`src/hw/rtl/compressed_instruction_expander_top_macros.svh`:
```
// Assertion macros for the compressed instruction expander.
// Included by the RTL top module, which checks its own pipeline behavior.
// Assertions are dropped from synthesis builds.
`ifndef COMPRESSED_INSTRUCTION_EXPANDER_TOP_MACROS_SVH
`define COMPRESSED_INSTRUCTION_EXPANDER_TOP_MACROS_SVH

`ifndef SYNTHESIS

// Same-cycle implication, disabled while reset is asserted
`define CIE_ASSERT_NOW(label, clk, rst_n, ante, cons, msg) \
  label: assert property (@(posedge clk) disable iff (!(rst_n)) (ante) |-> (cons)) \
    else $error(msg);

// Next-cycle implication, disabled while reset is asserted
`define CIE_ASSERT_NEXT(label, clk, rst_n, ante, cons, msg) \
  label: assert property (@(posedge clk) disable iff (!(rst_n)) (ante) |=> (cons)) \
    else $error(msg);

`else

`define CIE_ASSERT_NOW(label, clk, rst_n, ante, cons, msg)
`define CIE_ASSERT_NEXT(label, clk, rst_n, ante, cons, msg)

`endif

`endif

```
`src/hw/rtl/cie_pkg.sv`:
```
// Package for the compressed instruction expander: opcodes, funct3 codes,
// register numbers and the RV32C to RV32I expansion function.
// No dependencies.
package cie_pkg;

  localparam int unsigned CWordW = 16;
  localparam int unsigned XWordW = 32;

  // Compressed quadrants (low two bits)
  localparam logic [1:0] QUAD_0 = 2'd0;
  localparam logic [1:0] QUAD_1 = 2'd1;
  localparam logic [1:0] QUAD_2 = 2'd2;

  // Base major opcodes
  localparam logic [6:0] OPC_LOAD   = 7'h03;
  localparam logic [6:0] OPC_IMM    = 7'h13;
  localparam logic [6:0] OPC_STORE  = 7'h23;
  localparam logic [6:0] OPC_OP     = 7'h33;
  localparam logic [6:0] OPC_LUI    = 7'h37;
  localparam logic [6:0] OPC_BRANCH = 7'h63;
  localparam logic [6:0] OPC_JALR   = 7'h67;
  localparam logic [6:0] OPC_JAL    = 7'h6F;
  localparam logic [6:0] OPC_SYSTEM = 7'h73;

  // Base funct3 codes
  localparam logic [2:0] F3_ADD  = 3'd0;
  localparam logic [2:0] F3_SLL  = 3'd1;
  localparam logic [2:0] F3_WORD = 3'd2;
  localparam logic [2:0] F3_XOR  = 3'd4;
  localparam logic [2:0] F3_SR   = 3'd5;
  localparam logic [2:0] F3_OR   = 3'd6;
  localparam logic [2:0] F3_AND  = 3'd7;
  localparam logic [2:0] F3_BEQ  = 3'd0;
  localparam logic [2:0] F3_BNE  = 3'd1;

  // Base funct7 codes
  localparam logic [6:0] F7_BASE = 7'h00;
  localparam logic [6:0] F7_ALT  = 7'h20;

  // Compressed funct3 codes, quadrant 0
  localparam logic [2:0] C0_ADDI4SPN = 3'd0;
  localparam logic [2:0] C0_LW       = 3'd2;
  localparam logic [2:0] C0_SW       = 3'd6;

  // Compressed funct3 codes, quadrant 1
  localparam logic [2:0] C1_ADDI = 3'd0;
  localparam logic [2:0] C1_JAL  = 3'd1;
  localparam logic [2:0] C1_LI   = 3'd2;
  localparam logic [2:0] C1_LUI  = 3'd3;
  localparam logic [2:0] C1_ALU  = 3'd4;
  localparam logic [2:0] C1_J    = 3'd5;
  localparam logic [2:0] C1_BEQZ = 3'd6;
  localparam logic [2:0] C1_BNEZ = 3'd7;

  // Quadrant 1 ALU group selectors
  localparam logic [1:0] ALU_SRLI = 2'd0;
  localparam logic [1:0] ALU_SRAI = 2'd1;
  localparam logic [1:0] ALU_ANDI = 2'd2;
  localparam logic [1:0] ALU_REG  = 2'd3;
  localparam logic [1:0] REG_SUB  = 2'd0;
  localparam logic [1:0] REG_XOR  = 2'd1;
  localparam logic [1:0] REG_OR   = 2'd2;
  localparam logic [1:0] REG_AND  = 2'd3;

  // Compressed funct3 codes, quadrant 2
  localparam logic [2:0] C2_SLLI = 3'd0;
  localparam logic [2:0] C2_LWSP = 3'd2;
  localparam logic [2:0] C2_CR   = 3'd4;
  localparam logic [2:0] C2_SWSP = 3'd6;

  // Architectural register numbers
  localparam logic [4:0] REG_X0 = 5'd0;
  localparam logic [4:0] REG_RA = 5'd1;
  localparam logic [4:0] REG_SP = 5'd2;

  localparam logic [XWordW-1:0] BAD_WORD = '0;

  typedef struct packed {
    logic [XWordW-1:0] word;
    logic              illegal;
  } cie_result_t;

  function automatic logic [31:0] cie_mk_r(logic [6:0] f7, logic [4:0] rs2, logic [4:0] rs1,
                                           logic [2:0] f3, logic [4:0] rd, logic [6:0] op);
    return {f7, rs2, rs1, f3, rd, op};
  endfunction

  function automatic logic [31:0] cie_mk_i(logic [11:0] imm, logic [4:0] rs1, logic [2:0] f3,
                                           logic [4:0] rd, logic [6:0] op);
    return {imm, rs1, f3, rd, op};
  endfunction

  function automatic logic [31:0] cie_mk_s(logic [11:0] imm, logic [4:0] rs2, logic [4:0] rs1,
                                           logic [2:0] f3, logic [6:0] op);
    return {imm[11:5], rs2, rs1, f3, imm[4:0], op};
  endfunction

  // Branch against x0; imm is the 13-bit byte offset
  function automatic logic [31:0] cie_mk_b(logic [12:0] imm, logic [4:0] rs1, logic [2:0] f3);
    return {imm[12], imm[10:5], REG_X0, rs1, f3, imm[4:1], imm[11], OPC_BRANCH};
  endfunction

  // Jump; imm is the 21-bit byte offset
  function automatic logic [31:0] cie_mk_j(logic [20:0] imm, logic [4:0] rd);
    return {imm[20], imm[10:1], imm[11], imm[19:12], rd, OPC_JAL};
  endfunction

  function automatic logic [31:0] cie_quad0(logic [15:0] w);
    logic [4:0]  r_hi;
    logic [4:0]  r_lo;
    logic [6:0]  off;
    logic [9:0]  nzuimm;
    logic [31:0] r;
    r_hi   = {2'b01, w[9:7]};
    r_lo   = {2'b01, w[4:2]};
    off    = {w[5], w[12:10], w[6], 2'b00};
    nzuimm = {w[10:7], w[12:11], w[5], w[6], 2'b00};
    case (w[15:13])
      C0_ADDI4SPN: begin
        if (nzuimm == '0) r = BAD_WORD;
        else r = cie_mk_i({2'b00, nzuimm}, REG_SP, F3_ADD, r_lo, OPC_IMM);
      end
      C0_LW:   r = cie_mk_i({5'b0, off}, r_hi, F3_WORD, r_lo, OPC_LOAD);
      C0_SW:   r = cie_mk_s({5'b0, off}, r_lo, r_hi, F3_WORD, OPC_STORE);
      default: r = BAD_WORD;
    endcase
    return r;
  endfunction

  function automatic logic [31:0] cie_quad1(logic [15:0] w);
    logic [4:0]  rd;
    logic [4:0]  r_hi;
    logic [4:0]  r_lo;
    logic [11:0] ci_sx;
    logic [11:0] jo;
    logic [20:0] jimm;
    logic [9:0]  spimm;
    logic [8:0]  boff;
    logic [2:0]  reg_f3;
    logic [6:0]  reg_f7;
    logic [31:0] r;
    rd     = w[11:7];
    r_hi   = {2'b01, w[9:7]};
    r_lo   = {2'b01, w[4:2]};
    ci_sx  = {{6{w[12]}}, w[12], w[6:2]};
    jo     = {w[12], w[8], w[10:9], w[6], w[7], w[2], w[11], w[5:3], 1'b0};
    jimm   = {{9{w[12]}}, jo};
    spimm  = {w[12], w[4:3], w[5], w[2], w[6], 4'b0000};
    boff   = {w[12], w[6:5], w[2], w[11:10], w[4:3], 1'b0};
    reg_f7 = F7_BASE;
    reg_f3 = F3_ADD;
    case (w[6:5])
      REG_SUB: reg_f7 = F7_ALT;
      REG_XOR: reg_f3 = F3_XOR;
      REG_OR:  reg_f3 = F3_OR;
      REG_AND: reg_f3 = F3_AND;
      default: reg_f3 = F3_ADD;
    endcase
    case (w[15:13])
      C1_ADDI: r = cie_mk_i(ci_sx, rd, F3_ADD, rd, OPC_IMM);
      C1_JAL:  r = cie_mk_j(jimm, REG_RA);
      C1_LI:   r = cie_mk_i(ci_sx, REG_X0, F3_ADD, rd, OPC_IMM);
      C1_LUI: begin
        if (rd == REG_SP) begin
          if (spimm == '0) r = BAD_WORD;
          else r = cie_mk_i({{2{w[12]}}, spimm}, REG_SP, F3_ADD, REG_SP, OPC_IMM);
        end else if ({w[12], w[6:2]} == 6'd0) begin
          r = BAD_WORD;
        end else begin
          r = {{14{w[12]}}, w[12], w[6:2], rd, OPC_LUI};
        end
      end
      C1_ALU: begin
        case (w[11:10])
          ALU_SRLI, ALU_SRAI: begin
            // shamt bit 5 is RV64 only
            if (w[12]) r = BAD_WORD;
            else r = cie_mk_i({1'b0, w[10], 5'b0, w[6:2]}, r_hi, F3_SR, r_hi, OPC_IMM);
          end
          ALU_ANDI: r = cie_mk_i(ci_sx, r_hi, F3_AND, r_hi, OPC_IMM);
          default: begin
            // SUBW and ADDW are RV64 only
            if (w[12]) r = BAD_WORD;
            else r = cie_mk_r(reg_f7, r_lo, r_hi, reg_f3, r_hi, OPC_OP);
          end
        endcase
      end
      C1_J:    r = cie_mk_j(jimm, REG_X0);
      C1_BEQZ: r = cie_mk_b({{4{w[12]}}, boff}, r_hi, F3_BEQ);
      default: r = cie_mk_b({{4{w[12]}}, boff}, r_hi, F3_BNE);
    endcase
    return r;
  endfunction

  function automatic logic [31:0] cie_quad2(logic [15:0] w);
    logic [4:0]  rd;
    logic [4:0]  rs2;
    logic [7:0]  lw_off;
    logic [7:0]  sw_off;
    logic [31:0] r;
    rd     = w[11:7];
    rs2    = w[6:2];
    lw_off = {w[3:2], w[12], w[6:4], 2'b00};
    sw_off = {w[8:7], w[12:9], 2'b00};
    case (w[15:13])
      C2_SLLI: begin
        if (w[12]) r = BAD_WORD;
        else r = cie_mk_i({7'b0, rs2}, rd, F3_SLL, rd, OPC_IMM);
      end
      C2_LWSP: begin
        if (rd == REG_X0) r = BAD_WORD;
        else r = cie_mk_i({4'b0, lw_off}, REG_SP, F3_WORD, rd, OPC_LOAD);
      end
      C2_CR: begin
        if (!w[12]) begin
          if (rs2 != REG_X0) r = cie_mk_r(F7_BASE, rs2, REG_X0, F3_ADD, rd, OPC_OP);
          else if (rd == REG_X0) r = BAD_WORD;
          else r = cie_mk_i(12'd0, rd, F3_ADD, REG_X0, OPC_JALR);
        end else begin
          if (rs2 != REG_X0) r = cie_mk_r(F7_BASE, rs2, rd, F3_ADD, rd, OPC_OP);
          else if (rd == REG_X0) r = cie_mk_i(12'd1, REG_X0, F3_ADD, REG_X0, OPC_SYSTEM);
          else r = cie_mk_i(12'd0, rd, F3_ADD, REG_RA, OPC_JALR);
        end
      end
      C2_SWSP: r = cie_mk_s({4'b0, sw_off}, rs2, REG_SP, F3_WORD, OPC_STORE);
      default: r = BAD_WORD;
    endcase
    return r;
  endfunction

  // Expand one compressed word; a zero result marks it illegal
  function automatic cie_result_t cie_expand(logic [CWordW-1:0] w);
    cie_result_t res;
    case (w[1:0])
      QUAD_0:  res.word = cie_quad0(w);
      QUAD_1:  res.word = cie_quad1(w);
      QUAD_2:  res.word = cie_quad2(w);
      default: res.word = BAD_WORD;
    endcase
    res.illegal = (res.word == BAD_WORD);
    return res;
  endfunction

endpackage

```
`src/hw/rtl/compressed_instruction_expander_top.sv`:
```
// Top level of the RV32C instruction expander: input register, expansion
// logic and result register with stall handling.
// Depends on cie_pkg and compressed_instruction_expander_top_macros.svh.
//
//   channel   | dir | payload                          | handshake
//   s_axis    | in  | tdata[15:0] compressed_word      | tvalid / tready
//   m_axis    | out | tdata[31:0] expanded_word,       | tvalid / tready
//             |     | tuser[0] illegal                 |
//
// One beat per cycle sustained while the output is not stalled; a result
// passes through the input register, then the result register.
// Reset clears both valid flags; payload registers are not reset.
// A stalled output holds its beat; the input register keeps accepting
// while the result register is empty or draining in the same cycle.
`include "compressed_instruction_expander_top_macros.svh"

module compressed_instruction_expander_top (
  input  logic        clk_i,
  input  logic        rst_ni,
  input  logic        s_axis_tvalid,
  output logic        s_axis_tready,
  input  logic [15:0] s_axis_tdata,   // [15:0] compressed_word
  output logic        m_axis_tvalid,
  input  logic        m_axis_tready,
  output logic [31:0] m_axis_tdata,   // [31:0] expanded_word
  output logic        m_axis_tuser    // [0] illegal
);
  import cie_pkg::*;

  logic              in_vld_q, in_vld_d;
  logic [CWordW-1:0] word_q;
  logic              out_vld_q, out_vld_d;
  logic [XWordW-1:0] exp_q;
  logic              ill_q;
  logic              s_beat;
  logic              out_load_ok;
  logic              out_load;
  cie_result_t       exp_res;

  // Result register can take a beat when empty or draining
  assign out_load_ok   = !out_vld_q || m_axis_tready;
  assign out_load      = out_load_ok && in_vld_q;
  assign s_axis_tready = !in_vld_q || out_load_ok;
  assign s_beat        = s_axis_tvalid && s_axis_tready;

  assign in_vld_d  = s_beat || (in_vld_q && !out_load_ok);
  assign out_vld_d = out_load_ok ? in_vld_q : out_vld_q;

  // Expand the registered word
  assign exp_res = cie_expand(word_q);

  // Advance valid flags
  always_ff @(posedge clk_i or negedge rst_ni) begin
    if (!rst_ni) begin
      in_vld_q  <= 1'b0;
      out_vld_q <= 1'b0;
    end else begin
      in_vld_q  <= in_vld_d;
      out_vld_q <= out_vld_d;
    end
  end

  // Capture input and result payloads
  always_ff @(posedge clk_i) begin
    if (s_beat) begin
      word_q <= s_axis_tdata;
    end
    if (out_load) begin
      exp_q <= exp_res.word;
      ill_q <= exp_res.illegal;
    end
  end

  assign m_axis_tvalid = out_vld_q;
  assign m_axis_tdata  = exp_q;
  assign m_axis_tuser  = ill_q;

  `CIE_ASSERT_NOW(a_ill_flag_match, clk_i, rst_ni, m_axis_tvalid,
    m_axis_tuser == (m_axis_tdata == BAD_WORD), "illegal flag disagrees with word")
  `CIE_ASSERT_NOW(a_ready_when_empty, clk_i, rst_ni, !in_vld_q, s_axis_tready,
    "input stalled with empty input register")
  `CIE_ASSERT_NEXT(a_beat_held, clk_i, rst_ni, s_beat, in_vld_q,
    "accepted beat lost from input register")
  `CIE_ASSERT_NEXT(a_result_loaded, clk_i, rst_ni, out_load,
    m_axis_tvalid && (m_axis_tdata == $past(exp_res.word)), "result register not loaded")

endmodule

```
`config.mk`:
```
export PLATFORM = sky130hd
export DESIGN_NAME = compressed_instruction_expander_top
export DESIGN_NICKNAME = d
export VERILOG_FILES = /design/src/hw/rtl/cie_pkg.sv /design/src/hw/rtl/compressed_instruction_expander_top.sv
export VERILOG_INCLUDE_DIRS = /design/src /design/src/hw/rtl
export SDC_FILE = /design/constraint.sdc
export NUM_CORES = 1
export LEC_CHECK = 0
export ABC_AREA = 1
export CORE_UTILIZATION = 60
export CTS_CLUSTER_SIZE = 25
export DETAILED_ROUTE_END_ITERATION = 7
export DONT_BUFFER_PORTS = 1
export PLACE_DENSITY = 0.76
export SKIP_LAST_GASP = 1
export SLEW_MARGIN = 20
export SYNTH_ARGS = -nofsm -noshare
export SYNTH_HDL_FRONTEND = slang
export SYNTH_SLANG_ARGS = --single-unit
```
`constraint.sdc`:
```
create_clock -name clk_i -period 3.5 [get_ports clk_i]
set_clock_uncertainty 0.05 [all_clocks]
set_input_delay 0.7 -clock clk_i [delete_from_list [all_inputs] [get_ports clk_i]]
set_output_delay 0.7 -clock clk_i [all_outputs]
set_load 0.05 [all_outputs]
```
==> results.cfg <==
[route]
via_per_inst = 6.56
drtAntennaViolNets = 0
vias = 3411
wl_met1_um = 3870
drc = 0
finalWirelength_um = 10400
drtIter0Drc = 627
top_layer = met4
wl_met3_um = 1380
wire_per_inst_um = 20.1
drtPass1Iterations = 8
wl_met2_um = 4420

[power]
ir_worst_vdd_uv = 246
power.density_nw_per_um2 = 461
p_leak_nw = 1.61

[clock_network]
clock-sinks = 50
postCtsSetupRepairBufs = 0
clk_latency_ns = 0.30
cts_made_buffers = 5
cts_tree = built
cts_root_buf = clkbuf_8
ctsHoldBuffers = 0
cts-resized-gates = 0
htree_levels = 2
clk_path_buf_depth = 2
clk_pin_slew_worst_paths_ns = 0.09

[timing]
period_minus_slack_ns = 2.40
max_slew.worst_pin.slew_ns = 1.05
hold_violations = 0
max_freq_ghz = 0.417
timing.final.crit_share_pct = 68.5
grt_setup_unrepaired = false
drv_slew = 0
slew_headroom_pct = 29.5
final.setup.tns_ns = 0
setup_viol = 0

[global_routing]
grt.total_usage_pct = 39.2
grt_overflow = 0
grt_pass1_vias = 3112
grt_max_degree = 33
grt_pass1_wl_um = 16000
antenna_found_initial = 0

[hold_path]
hold_path.class = primary input to asynchronous set/reset pin

[synthesis]
synth_nets = 472
ys_ff_latch = 50
postSynthAreaPerCell_sq_um = 7.21
synth_top_area_share_pct = 44.2
ys_warn_count = 0
syn_area_sq_um = 3260
synthCells = 452
synth_top_area_cell = edfxtp_1
synthTopCellsByArea = edfxtp_1 44%, nand2_1 17%, nand3_1 8.6%
synth_cell_types = 26
ys_seq_area_share_pct = 45.8

[final_layout]
nets = 469
fill_cells = 457
drive_gt1_share_pct = 6.89
antenna_cells = 0
area_delta_synth_final_pct = 6.22
postLayoutCellArea_sq_um = 3460

[die]
start_util_pct = 63.0
die-area_sq_um = 5730
die_y_um = 75.7
coreArea_sq_um = 5170
fp-row-count = 26
dieWidth_um = 75.7
ios = 55

[critical_path]
critPathMaxFanout = 4
crit_path_start = m_axis_tvalid$_DFFE_PN0P_
critical_path_required_ns = 2.75
r2r-start = word_q[9]$_DFFE_PP_
worstPathCellList = nand3_1
crit_type = flip-flop to output pin
max_stage_delay_ns = 0.73
cp-start-kind = flip-flop
worstPathArrival_ns = 1.65
critPathTopFamily = flip-flops
cp_slowest_cell = dfrtp_1
path_buf_inv = 0
endpoint_kind = output pin

[place]
dp_hpwl_um = 7510
gp_congestion = 1.13
placed_area_sq_um = 3320
io_buffers = 0

[run_status]
status = finished, final reports clean

[run]
cap_viol_max_count = 0
==> logic make-up after synthesis <==
logic type      after synthesis  synth area share (%)
compound gates               63                  10.5
simple gates                274                  35.9
buf+inv                      65                  7.83
flops                        50                  45.8
==> worst paths after layout <==
path,cells after the start,to,slack (ns)
worst max-delay path,1,s_axis_tready,1.10
worst min-delay path,0,in_vld_q$_DFF_PN0_,0.04
worst max register to register,6,m_axis_tdata[18]$_DFFE_PP_,1.28
worst min register to register,2,m_axis_tvalid$_DFFE_PN0P_,0.49
max in group asynchronous,0,m_axis_tvalid$_DFFE_PN0P_,3.30
min in group clk_i,0,word_q[11]$_DFFE_PP_,0.44
==> flip-flops by register name, indices dropped and copies added (netlist names) <==
signal	cells
m_axis_tdata	31
m_axis_tvalid	1
word_q	16
m_axis_tuser	1
in_vld_q	1
==> final cells by class <==
type	count	area (sq um)	area share (%)
multi-input combinational	337	1520	44.0
sequential	50	1490	43.1
inverter	51	191	5.53
tap	70	87.6	2.53
clock buffer	5	68.8	1.99
clock inverter	3	68.8	1.99
timing repair buffer	4	30.0	0.868
==> layer usage <==
layer	GRT usage, %	vias up
li1	-	1491
met5	0	-
met2	56.3	345
met4	24.9	0
met3	11.0	90
met1	52.1	1485
==> where the power goes <==
| part | total, mW | internal (mW) | switching, mW | leakage, nW |
|---|---|---|---|---|
| sequential | 0.890 | 0.720 | 0.169 | 0.494 |
| clock | 0.478 | 0.286 | 0.192 | 0.0683 |
| combinational | 0.229 | 0.0581 | 0.171 | 1.05 |
==> cells in the final DEF, fill, tap and decap left out, types with 6 or more instances in the layout <==
cell	n
nor2_1	50
nand3_1	56
o211ai_1	7
o21ai_0	26
a21oi_1	19
inv_2	6
edfxtp_1	48
inv_1	44
nand2_1	147
o21ai_1	6
==> synth_stat cells (all sizes together) <==
| library cell | number |
|---|---|
| a21oi | 20 |
| a31oi | 1 |
| buf | 7 |
| clkbuf | 7 |
| clkinv | 1 |
| dfrtp | 2 |
| edfxtp | 48 |
| inv | 50 |
| nand2 | 150 |
| nand3 | 58 |
| nand3b | 3 |
| nand4 | 4 |
| nor2 | 57 |
| nor3 | 2 |
| o2111ai | 1 |
| o211ai | 7 |
| o21ai | 32 |
| o21bai | 1 |
| o22ai | 1 |
==> worst register-to-register path: cells and delay by family (launching register included) <==
kind	cells	cell delay, ns
AO/OA/AOI/OAI	1	0.21
AND/OR/NAND/NOR	5	1.13
flip-flops	1	0.58
==> through the flow <==
| step | util [%] | setup slack, ns | std cells | power [mW] | hold slack (ns) |
|---|---|---|---|---|---|
| 3_3_place_gp | 64.2 | 1.35 | 512 | 1.12 | 0.354 |
| 3_5_place_dp | 64.2 | 1.33 | 512 | 1.12 | 0.354 |
| 2_1_floorplan | - | 0.690 | 452 | 1.04 | 0.354 |
| 5_1_grt | 66.9 | 1.05 | 520 | 1.65 | 0.0214 |
| 6_report | 66.9 | 1.10 | 520 | 1.60 | 0.0354 |
| 4_1_cts | 66.9 | 1.10 | 520 | 1.59 | 0.0278 |
Power figures use the tool's default switching activity.
